### config.mk
export PLATFORM = sky130hd
export DESIGN_NAME = npc_dist
export DESIGN_NICKNAME = d
export VERILOG_FILES = /design/src/rtl/npc_pkg.sv /design/src/rtl/npc_dist.sv
export SDC_FILE = /design/constraint.sdc
export NUM_CORES = 1
export LEC_CHECK = 0
export BUFFER_PORTS_ARGS = -buffer_cell sky130_fd_sc_hd__buf_2
export CORE_MARGIN = 2
export CORE_UTILIZATION = 45
export DETAILED_ROUTE_END_ITERATION = 16
export HOLD_SLACK_MARGIN = 0.02
export PLACE_DENSITY_LB_ADDON = 0.3
export RECOVER_POWER = 100
export SLEW_MARGIN = 20
export SYNTH_ARGS = -nofsm -noshare
export SYNTH_HDL_FRONTEND = slang
export SYNTH_SLANG_ARGS = --single-unit
### constraint.sdc
create_clock -name clk -period 5.1 [get_ports clk]
set_clock_uncertainty 0.1 [all_clocks]
set_input_delay 1.02 -clock clk [delete_from_list [all_inputs] [get_ports clk]]
set_output_delay 1.02 -clock clk [all_outputs]
set_load 0.01 [all_outputs]
### src/rtl/npc_pkg.sv
// Shared types and constants for the nearest palette color block.
// No dependencies; imported by every module under rtl/.
package npc_pkg;

  localparam int CHANNEL_W       = 8;
  localparam int COLOUR_W        = 24;
  localparam int INDEX_W         = 8;
  localparam int DIST_W          = 18;
  localparam int SQUARE_W        = 2 * CHANNEL_W;
  localparam int GREEN_LSB       = 8;
  localparam int BLUE_LSB        = 16;
  localparam int DEFAULT_ENTRIES = 256;

  // Largest possible distance: three channels at full difference.
  localparam logic [DIST_W-1:0] MAX_DIST = DIST_W'(3 * 255 * 255);

  localparam logic CMD_WRITE  = 1'b0;
  localparam logic CMD_LOOKUP = 1'b1;

  // Travels with each palette entry through the scan pipeline.
  typedef struct packed {
    logic               vld;
    logic               last;
    logic [INDEX_W-1:0] idx;
  } npc_tag_t;

endpackage

### src/rtl/npc_dist.sv
// Pipelined squared-distance unit, shared by every palette entry of a scan.
// Three stages: channel differences, squares, sum. Depends on npc_pkg.
module npc_dist (
  input  logic                         clk,
  input  logic                         rst,
  input  logic [npc_pkg::COLOUR_W-1:0] target,
  input  logic [npc_pkg::COLOUR_W-1:0] entry,
  input  npc_pkg::npc_tag_t            tag_in,
  output logic [npc_pkg::DIST_W-1:0]   sq_sum,
  output npc_pkg::npc_tag_t            tag_out
);
  import npc_pkg::*;

  logic [CHANNEL_W-1:0] diff_r, diff_g, diff_b;
  logic [SQUARE_W-1:0]  sq_r, sq_g, sq_b;
  npc_tag_t             tag_diff, tag_sq;

  function automatic logic [CHANNEL_W-1:0] abs_diff(
    input logic [CHANNEL_W-1:0] a,
    input logic [CHANNEL_W-1:0] b
  );
    abs_diff = (a > b) ? (a - b) : (b - a);
  endfunction

  // payload
  always_ff @(posedge clk) begin
    diff_r <= abs_diff(target[CHANNEL_W-1:0], entry[CHANNEL_W-1:0]);
    diff_g <= abs_diff(target[GREEN_LSB +: CHANNEL_W], entry[GREEN_LSB +: CHANNEL_W]);
    diff_b <= abs_diff(target[BLUE_LSB +: CHANNEL_W], entry[BLUE_LSB +: CHANNEL_W]);
    sq_r   <= SQUARE_W'(diff_r) * SQUARE_W'(diff_r);
    sq_g   <= SQUARE_W'(diff_g) * SQUARE_W'(diff_g);
    sq_b   <= SQUARE_W'(diff_b) * SQUARE_W'(diff_b);
    sq_sum <= DIST_W'(sq_r) + DIST_W'(sq_g) + DIST_W'(sq_b);
  end

  // tags
  always_ff @(posedge clk) begin
    if (rst) begin
      tag_diff <= '0;
      tag_sq   <= '0;
      tag_out  <= '0;
    end else begin
      tag_diff <= tag_in;
      tag_sq   <= tag_diff;
      tag_out  <= tag_sq;
    end
  end

endmodule

* After elaboration in Yosys (flattened, before gate mapping) *
Cells that the tools add are included.

word-level totals
  flip-flop bits (word level) = 120
  bits of input ports = 60
  output and inout port bits = 28
  word-level logic and storage cells = 33

operators by class
  $add $sub $neg = 8
  $mul = 3
  $lt $le $gt $ge = 3
  muxes and demuxes = 3

operators by type and width
  kind                        count
  multiplier 8 x 8 -> 16 bit  3
  subtractor 8 bit            6
  > comparator 8 bit          3
  2-to-1 mux 8 bit            3
  adder 17 x 16 -> 18 bit     1
  adder 16 x 16 -> 17 bit     1

* Depth between registers and ports, before layout *
Gate-level depths: netlist (run 1).

  word-level depth = 2
  mapped depth = 17
  gate-level depth less buffers = 16

* Worst setup path after synthesis (run 1) *
No wires, ideal clock.

  path kind = reg2reg
  start = register diff_b[5]
  end = register sq_b[14]
  library setup time = 0.118 ns
  arrival = 4.171 ns
  required time = 4.882 ns
  path slack = 0.711 ns
  cell stages (with the launch flop) = 17
  path buffers = 1
  period minus slack after synthesis = 4.389 ns
  cells stage by stage = dfxtp_1 > clkbuf_1 > inv_1 > nor2_1 > fa_1 > fa_1 > inv_1 > fa_1 > fa_1 > inv_1 > ha_1 > o21ai_0 > nand2b_1 > a31oi_1 > nor2_1 > a221o_1 > xnor2_1

between the ends
  longest elaborated chain between the ends = 1

RTL lines
  item                        line            source
  start: declaration          npc_dist.sv:14  logic [CHANNEL_W-1:0] diff_r, diff_g, diff_b;
  start signal: assignment    npc_dist.sv:29  diff_b <= abs_diff(target[BLUE_LSB +: CHANNEL_W], entry[BLUE_LSB +: CHANNEL_W]);
  multiplier 8 x 8 -> 16 bit  npc_dist.sv:32  sq_b <= SQUARE_W'(diff_b) * SQUARE_W'(diff_b);
  end signal: assignment      npc_dist.sv:32
  end: declaration            npc_dist.sv:15  logic [SQUARE_W-1:0] sq_r, sq_g, sq_b;

Every way passes these cells.
A chain may end at the register's enable or synchronous reset.

* Worst setup path after layout (run 1) *
Same ends and word-level chain as after synthesis.

==> flow_summary.ini, run 1 <==
[setup_path]
start_kind = flop
end_kind = flop
path_class = reg2reg
required_ns = 5.30
crit_arrival_ns = 4.80
ff2ff_setup_slack_ns = 0.50
critPathMaxFanout = 9

[layout]
synthToLayoutAreaGrowth_pct = 12.4
final_common_cell = inv_1
multiInputGateArea_sq_um = 7110
drive_gt1_frac = 0.0851
n_antenna_cell = 0
fill_cells = 2053
post-route-cell-area_sq_um = 11500
regArea_sq_um = 2340
final_cell_mix = inv_1, ha_1, dfxtp_1, fa_1, and2_1
nets = 1456

[floorplanning]
core-area_sq_um = 22400
initial_core_util = 0.454
die_h_microns = 155
placementRows = 55
dieWidth_microns = 155
die_area_sq_um = 23900
io_pins = 88

[clocking]
cts_buffers = 17
cts_buffer_depth = 2
clkTransAtPathRegs_ns = 0.07
cts_root_buf = clkbuf_16
htree_levels = 4
cts_hold_buf = 0
cts_tree = built
cts.sinks = 117
cts_setup_buffers = 0
cts_resized = 0
clkLatencyLatePin_ns = 0.42

[sta]
tightest_slew_ns = 1.31
setup_violations = 0
drv_slew = 0
rsz0062_at_grt = no
hold_ws_ns = 0.333
layout_min_cycle_time_ns = 4.60
setup_tns_ns = 0
slew-limit-headroom = 0.115
period_share = 0.902
hold_violations = 0
fin_ws_ns = 0.502
max_freq_mhz = 217

[placed_design]
place_area_sq_um = 10900
port_buffers = 87
gp_congestion = 0.842
post-dp-hpwl_mm = 15.2
dp_slack_ns = 0.496

[synth]
yosysSeqAreaShare = 0.230
syn_inst = 1057
yosysWarnings = 0
synth.avg_cell_area_sq_um = 9.64
ys.flop_type = dfxtp_1
synth-edff-count = 0
yosys_register_bits = 117
ys_types = 44
mappedNetlistArea_sq_um = 10200
ys_async_sr_fraction = 0

[routing]
viasPerCell = 4.90
drt_iter0_markers = 225
wirelength_mm = 18.4
routedWlPerCell_microns = 12.7
drt_pre_antenna_iters = 4
remaining_drc_errors = 0
vias = 7094
drtAntennaViolNets = 0

[global_route]
grt_usage = 0.165
grt_pass1_wl_mm = 32.3
grt_pass1_vias = 7171
antenna_found_initial = 0
grt_max_degree = 31
grt.overflow.total = 0

[flow_run]
max-cap-violations = 0

[run_status]
status = finished, final reports clean

[min_path]
hold_class = reg2reg
layer usage:
metal	track usage	up-vias	share of wire	wire, microns
met5	0	-	0	0
met4	0.0459	0	0.013	237
met3	0.0230	20	0.031	581
met2	0.285	107	0.48	8810
met1	0.216	3369	0.48	8820
li1	-	3598	-	-
through the flow:
step | cells | utilization
2_1_floorplan | 1059 | -
3_3_place_gp | 1417 | 0.488
3_5_place_dp | 1417 | 0.488
4_1_cts | 1449 | 0.513
5_1_grt | 1449 | 0.511
6_report | 1449 | 0.511
flip-flops by register name, summed over array words and instances, names as in the netlist, 10 cells and up:
name and cells:
sq_sum 18, tag_diff 10, tag_sq 10, sq_g 15, sq_b 15, sq_r 15, tag_out 10
worst paths after layout:
path,start,to,cells after the start
max,diff_b[5],sq_b[14],15
min reg2reg,tag_sq[8],tag_out[8],1
max reg2reg,diff_b[5],sq_b[14],15
min,tag_sq[8],tag_out[8],1
final cells by class:
type                    instances  share of cell area
clock inverters                14              0.0122
well taps                     285              0.0311
multi-input cells             748               0.620
clock buffers                  18              0.0383
repair buffers                 87              0.0346
flip-flops and latches        117               0.204
inverters                     180              0.0590
critical path: stages, from the launching register on:
cell,delay [ns]
dfxtp_1,0.48
inv_1,0.14
nor2_1,0.23
fa_1,0.48
fa_1,0.54
inv_1,0.05
fa_1,0.50
fa_1,0.54
inv_1,0.04
ha_1,0.23
nor3_1,0.19
o21ai_0,0.12
a31oi_1,0.32
nor2_1,0.08
a221o_1,0.33
xnor2_1,0.12
cells by family after synthesis:
group / Yosys count / share of synthesized area
AO/OA/AOI/OAI: 167 / 0.107
XOR/XNOR: 83 / 0.0713
adder cells (fa/ha/maj): 245 / 0.372
buffers and inverters: 194 / 0.0714
flip-flops: 117 / 0.230
multiplexers: 24 / 0.0236
other: 1 / 0.000368
AND/OR/NAND/NOR: 226 / 0.124
Yosys cell counts (2+ instances only):
library cell	count	area, sq um
a2111oi_2	2	30.0
a211oi_1	8	60.1
a21boi_0	3	22.5
a21o_1	22	165
a21oi_1	56	280
a221o_1	3	30.0
a221oi_1	6	52.6
a311oi_1	2	17.5
a31o_2	2	17.5
a31oi_1	2	12.5
a41o_1	2	20.0
and2_1	72	450
and3_1	11	68.8
clkbuf_1	14	52.6
dfxtp_1	117	2340
fa_1	97	1940
ha_1	148	1850
inv_1	180	676
mux2i_1	24	240
nand2_1	31	116
nand2b_1	15	93.8
nand3_1	6	30.0
nand3b_1	2	15.0
nand4_1	3	18.8
nor2_1	24	90.1
nor2b_1	51	319
nor3_1	6	30.0
o211ai_1	4	30.0
o21a_1	2	15.0
o21ai_0	27	135
o21ai_2	3	26.3
o21bai_1	12	90.1
o22ai_1	3	18.8
o31ai_1	3	22.5
or2_2	4	25.0
xnor2_1	56	490
xor2_1	27	236
Power of run 1 is left out: the tool's default activity adds up to more than one toggle a clock period on the data nets, which glitch-free logic cannot reach.
==> run 2: changes to the inputs <==
--- a/config.mk
+++ b/config.mk
@@ -7,7 +7,7 @@
 export LEC_CHECK = 0
 export BUFFER_PORTS_ARGS = -buffer_cell sky130_fd_sc_hd__buf_2
 export CORE_MARGIN = 2
-export CORE_UTILIZATION = 45
+export CORE_UTILIZATION = 55
 export DETAILED_ROUTE_END_ITERATION = 16
 export HOLD_SLACK_MARGIN = 0.02
 export PLACE_DENSITY_LB_ADDON = 0.3
==> constraint.sdc (replaced) <==
create_clock -name clk -period 5.9 [get_ports clk]
set_clock_uncertainty 0.1 [all_clocks]
set_input_delay 1.18 -clock clk [delete_from_list [all_inputs] [get_ports clk]]
set_output_delay 1.18 -clock clk [all_outputs]
set_load 0.01 [all_outputs]
==> run 2 against run 1 <==
The flow now finishes with violations (DRC); sequential share of layout area is 0.14 points higher; utilization up 12 points; final cell count fell by 3.9%; routed wire length down 1.1%; largest cell class unchanged; critical path depth shrank 1; non-clock buffer count stayed put.
==> flow_summary.ini, run 2 (same netlist as run 1, synthesis figures left out) <==
[run_status]
status = complete, but fails checks
failed_checks = DRC

[floorplanning]
die_area_sq_um = 19600
core-area_sq_um = 18100
io_pins = 88
initial_core_util = 0.564
die_h_microns = 140
placementRows = 49
dieWidth_microns = 140

[clocking]
clkLatencyLatePin_ns = 0.42
cts_setup_buffers = 0
clkTransAtPathRegs_ns = 0.07
cts.sinks = 117
htree_levels = 4
cts_buffers = 17
cts_hold_buf = 0
cts_resized = 0
cts_tree = built
cts_buffer_depth = 2
cts_root_buf = clkbuf_16

[setup_path]
start_kind = flop
cp-startpoint = diff_g[5]
reg2reg_to = sq_g[15]
end_kind = flop
critPathMaxFanout = 8
crit_arrival_ns = 5.13
ff2ff_setup_slack_ns = 1.02
required_ns = 6.15
path_class = reg2reg
endpoint = sq_g[15]
ff2ff_path_depth = 14
reg2reg_from = diff_g[5]

[global_route]
grt_pass1_vias = 7163
grt.overflow.total = 0
grt_pass1_wl_mm = 32.2
grt_usage = 0.200
grt_max_degree = 31
antenna_found_initial = 0

[flow_run]
max-cap-violations = 0

[sta]
slew-limit-headroom = 0.0865
tightest_slew_ns = 1.36
setup_tns_ns = 0
max_freq_mhz = 205
rsz0062_at_grt = no
period_share = 0.826
hold_violations = 0
layout_min_cycle_time_ns = 4.88
setup_violations = 0
drv_slew = 0

[routing]
drtAntennaViolNets = 0
remaining_drc_errors = 6
wl_met1_mm = 8.55
dr_wl_met2_mm = 8.61
wl_met3_microns = 709
vias = 7158
wirelength_mm = 18.2
drt_pre_antenna_iters = 11
routedWlPerCell_microns = 13.1
drt_iter0_markers = 327
highest_layer = met4
viasPerCell = 5.14

[layout]
n_antenna_cell = 0
final_cell_mix = inv_1, ha_1, dfxtp_1, fa_1, and2_1
largest_reg_flops = 18
fill_cells = 1510
drive_gt1_frac = 0.0833
final_common_cell = inv_1
regMostFlops = sq_sum
nets = 1456
synthToLayoutAreaGrowth_pct = 11.6

[min_path]
hold_class = reg2reg
hp-start = tag_sq[6]

[placed_design]
gp_congestion = 0.866
post-dp-hpwl_mm = 14.8
port_buffers = 87
-- run 2: changes by cell type in the layout (fill, tap and decap cells not counted), sizes merged --
cell	before	now
buf	56	55
bufinv	1	0
inv	188	191
clkinv	3	2
-- run 2: through the flow --
stage          utilization  area [sq um]  std cells  hold slack, ns  setup WS, ns
5_1_grt              0.629         11400       1393           0.344         0.657
6_report             0.629         11400       1393           0.329          1.02
4_1_cts              0.633         11400       1393           0.335          1.34
2_1_floorplan            -         10200       1059           0.305          1.51
3_3_place_gp         0.601         10900       1361           0.316          1.45
3_5_place_dp         0.601         10900       1361           0.323          1.35
-- run 2: worst min-delay path by stage --
stage,cells past startpoint,endpoint
after detailed placement,1,tag_out[8]
after global routing,1,tag_sq[2]
after CTS,1,tag_out[6]
after floorplan,0,sq_r[0]
final,1,tag_out[6]
after global placement,1,tag_out[8]
-- run 2: layout make-up --
| type | count | area (sq um) | area share |
|---|---|---|---|
| multi-input combinational | 748 | 7100 | 0.624 |
| sequential | 117 | 2340 | 0.206 |
| inverter | 180 | 676 | 0.0594 |
| clock buffer | 17 | 425 | 0.0374 |
| timing repair buffer | 87 | 395 | 0.0347 |
| tap | 229 | 287 | 0.0252 |
| clock inverter | 15 | 151 | 0.0133 |
-- run 2: worst max-delay path: stages, from the launching register on --
cell and delay, ns:
dfxtp_1 0.47, inv_1 0.16, nor2_1 0.27, fa_1 0.49
fa_1 0.54, inv_1 0.05, fa_1 0.44, fa_1 0.49
inv_1 0.04, ha_1 0.29, o21a_1 0.14, a2111oi_0 0.80
o31ai_1 0.17, a21oi_1 0.20, xor2_1 0.14
-- run 2: routing by layer --
metal  GRT usage  vias up
li1            -     3607
met3      0.0373       33
met1       0.266     3387
met4      0.0649        0
met2       0.333      131
met5           0        -
Power of run 2 is left out for the same reason.
==> run 3: changes to the inputs <==
--- a/config.mk
+++ b/config.mk
@@ -5,6 +5,7 @@
 export SDC_FILE = /design/constraint.sdc
 export NUM_CORES = 1
 export LEC_CHECK = 0
+export ABC_AREA = 1
 export BUFFER_PORTS_ARGS = -buffer_cell sky130_fd_sc_hd__buf_2
 export CORE_MARGIN = 2
 export CORE_UTILIZATION = 55
==> constraint.sdc (replaced) <==
create_clock -name clk -period 4 [get_ports clk]
set_clock_uncertainty 0.1 [all_clocks]
set_input_delay 0.8 -clock clk [delete_from_list [all_inputs] [get_ports clk]]
set_output_delay 0.8 -clock clk [all_outputs]
set_load 0.01 [all_outputs]
==> run 3 against run 2 <==
The run now ends clean; clock-buffer cell count did not move; non-clock buffer count is 14 higher; via count is 31% higher; critical path depth is the same; maximum frequency rose by 28%; design area rose by 14%; utilization decreased by 0.83 points; global-route usage up 1.0 points; sequential share of layout area shrank 2.3 points; register-to-register slack worse by 0.85 ns; hold slack lost 0.030 ns; critical endpoint is now sq_b[15]; highest routed layer unchanged.
==> flow_summary.ini, run 3 <==
[run_status]
status = finished, final reports clean

[synth]
ys_types = 27
yosys-top-cells-count = nand2_1, inv_1, ha_1, dfxtp_1, nor2_1
synth-edff-count = 0
yosys_register_bits = 117
yosysWarnings = 0
netlist.area_leader.share = 0.200
yosys-top-cells-area = dfxtp_1, fa_1, ha_1
yosysMostFrequentCell = nand2_1
synth.avg_cell_area_sq_um = 7.13
ys_async_sr_fraction = 0
yosysSeqAreaShare = 0.200
ys.flop_type = dfxtp_1
mappedNetlistArea_sq_um = 11700
syn_inst = 1642
yosysTopAreaCell = dfxtp_1

[clocking]
cts_hold_buf = 0
cts_tree = built
cts_root_buf = clkbuf_16
cts.sinks = 117
clkLatencyLatePin_ns = 0.42
clkTransAtPathRegs_ns = 0.06
cts_setup_buffers = 0
cts_buffers = 17
cts_buffer_depth = 2
htree_levels = 4

[flow_run]
max-cap-violations = 0

[setup_path]
slowest_stage = fa_1
start_kind = flop
ff2ff_setup_slack_ns = 0.18
path_class = reg2reg
reg2reg_to = sq_b[15]
reg2reg_from = diff_b[7]
end_kind = flop
endpoint = sq_b[15]
critPathMaxFanout = 8
crit_arrival_ns = 4.04
crit_chain = nand2_1, inv_1, fa_1, fa_1, fa_1, inv_1, fa_1, inv_1, ha_2, nand2_1, nor2_1, nand3_1, nand4_1, nand2_1
critPathMostFrequentCell = fa_1
required_ns = 4.22
max_stage_delay_ns = 0.59
ff2ff_path_depth = 14
cp-startpoint = diff_b[7]

[layout]
synthToLayoutAreaGrowth_pct = 11.2
n_antenna_cell = 0
largest_reg_flops = 18
final_cell_mix = nand2_1, inv_1, ha_1, nor2_1, dfxtp_1
regMostFlops = sq_sum
instances_no_fill = 2015
drive_gt1_frac = 0.0828
final_common_cell = nand2_1
nets = 2032

[floorplanning]
dieWidth_microns = 150
initial_core_util = 0.558
io_pins = 88
die_area_sq_um = 22500
core-area_sq_um = 21000
placementRows = 53
die_h_microns = 150

[placed_design]
post-dp-hpwl_mm = 18.6
gp_congestion = 0.897
dp_cells = 1983
dp_slack_ns = 0.0433
port_buffers = 87

[sta]
slew-limit-headroom = 0.261
setup_tns_ns = 0
hold_violations = 0
layout_min_cycle_time_ns = 3.82
period_share = 0.956
setup_violations = 0
tightest_slew_ns = 1.11
drv_slew = 0
fin_ws_ns = 0.178
max_freq_mhz = 262

[min_path]
hold_class = reg2reg

[routing]
remaining_drc_errors = 0
wirelength_mm = 22.0
routedWlPerCell_microns = 10.9
drt_iter0_markers = 452
drtAntennaViolNets = 0
viasPerCell = 4.67
vias = 9407
drt_pre_antenna_iters = 5

[global_route]
grt_max_degree = 31
grt_pass1_wl_mm = 39.0
grt_usage = 0.211
antenna_found_initial = 0
grt.overflow.total = 0
grt_pass1_vias = 9097
[run 3: how the worst min path moves through the flow]
stage	startpoint	endpoint	slack, ns	cells after the start
2_1_floorplan	diff_b[0]	sq_b[0]	0.23	0
3_3_place_gp	tag_diff[7]	tag_sq[7]	0.29	2
3_5_place_dp	tag_diff[1]	tag_sq[1]	0.29	2
4_1_cts	tag_diff[1]	tag_sq[1]	0.30	2
5_1_grt	tag_diff[2]	tag_sq[2]	0.32	2
6_report	tag_sq[2]	tag_out[2]	0.30	2
[run 3: what timing repair did]
item                       in CTS  in global routing
gates cloned                    0                  0
gates resized for setup         2                 38
setup endpoints to repair       1                 21
pin swaps                       0                  2
[run 3: per-layer routing]
layer  vias to the layer above  share of wire  track usage
met1                      4197           0.48        0.280
li1                       5014              -            -
met4                         0          0.014       0.0585
met2                       167           0.47        0.357
met3                        29          0.038       0.0329
met5                         -              0            0
[run 3: final cells by class]
class                      instances  area [sq um]
tap                              275           344
inverter                         418          1570
fill                            1899          7950
sequential                       117          2370
clock inverter                    15           161
multi-input combinational       1072          7640
clock buffer                      17           425
timing repair buffer             101           495
[run 3: critical path, delay by kind of cell (launching register included)]
| kind | cells | cell delay [ns] |
|---|---|---|
| adders and majority gates | 5 | 2.48 |
| and+or+nand+nor | 6 | 0.62 |
| DFF | 1 | 0.37 |
| buffers and inverters | 3 | 0.16 |
[run 3: cell families after synthesis]
logic type,count (synthesis),synth area share
AND/OR/NAND/NOR,672,0.233
multiplexers,1,0.000856
adder cells (fa/ha/maj),245,0.324
AO/OA/AOI/OAI,85,0.0412
other,1,0.000321
buffers and inverters,455,0.151
XOR/XNOR,66,0.0494
flip-flops,117,0.200
[run 3: per-stage QoR]
stage | hold WS, ns | utilization | area [sq um]
floorplan | 0.229 | - | 11700
global placement | 0.289 | 0.592 | 12400
detailed placement | 0.293 | 0.592 | 12400
CTS | 0.302 | 0.620 | 13000
global route | 0.315 | 0.621 | 13000
finish | 0.298 | 0.621 | 13000
Power of run 3 is left out for the same reason.
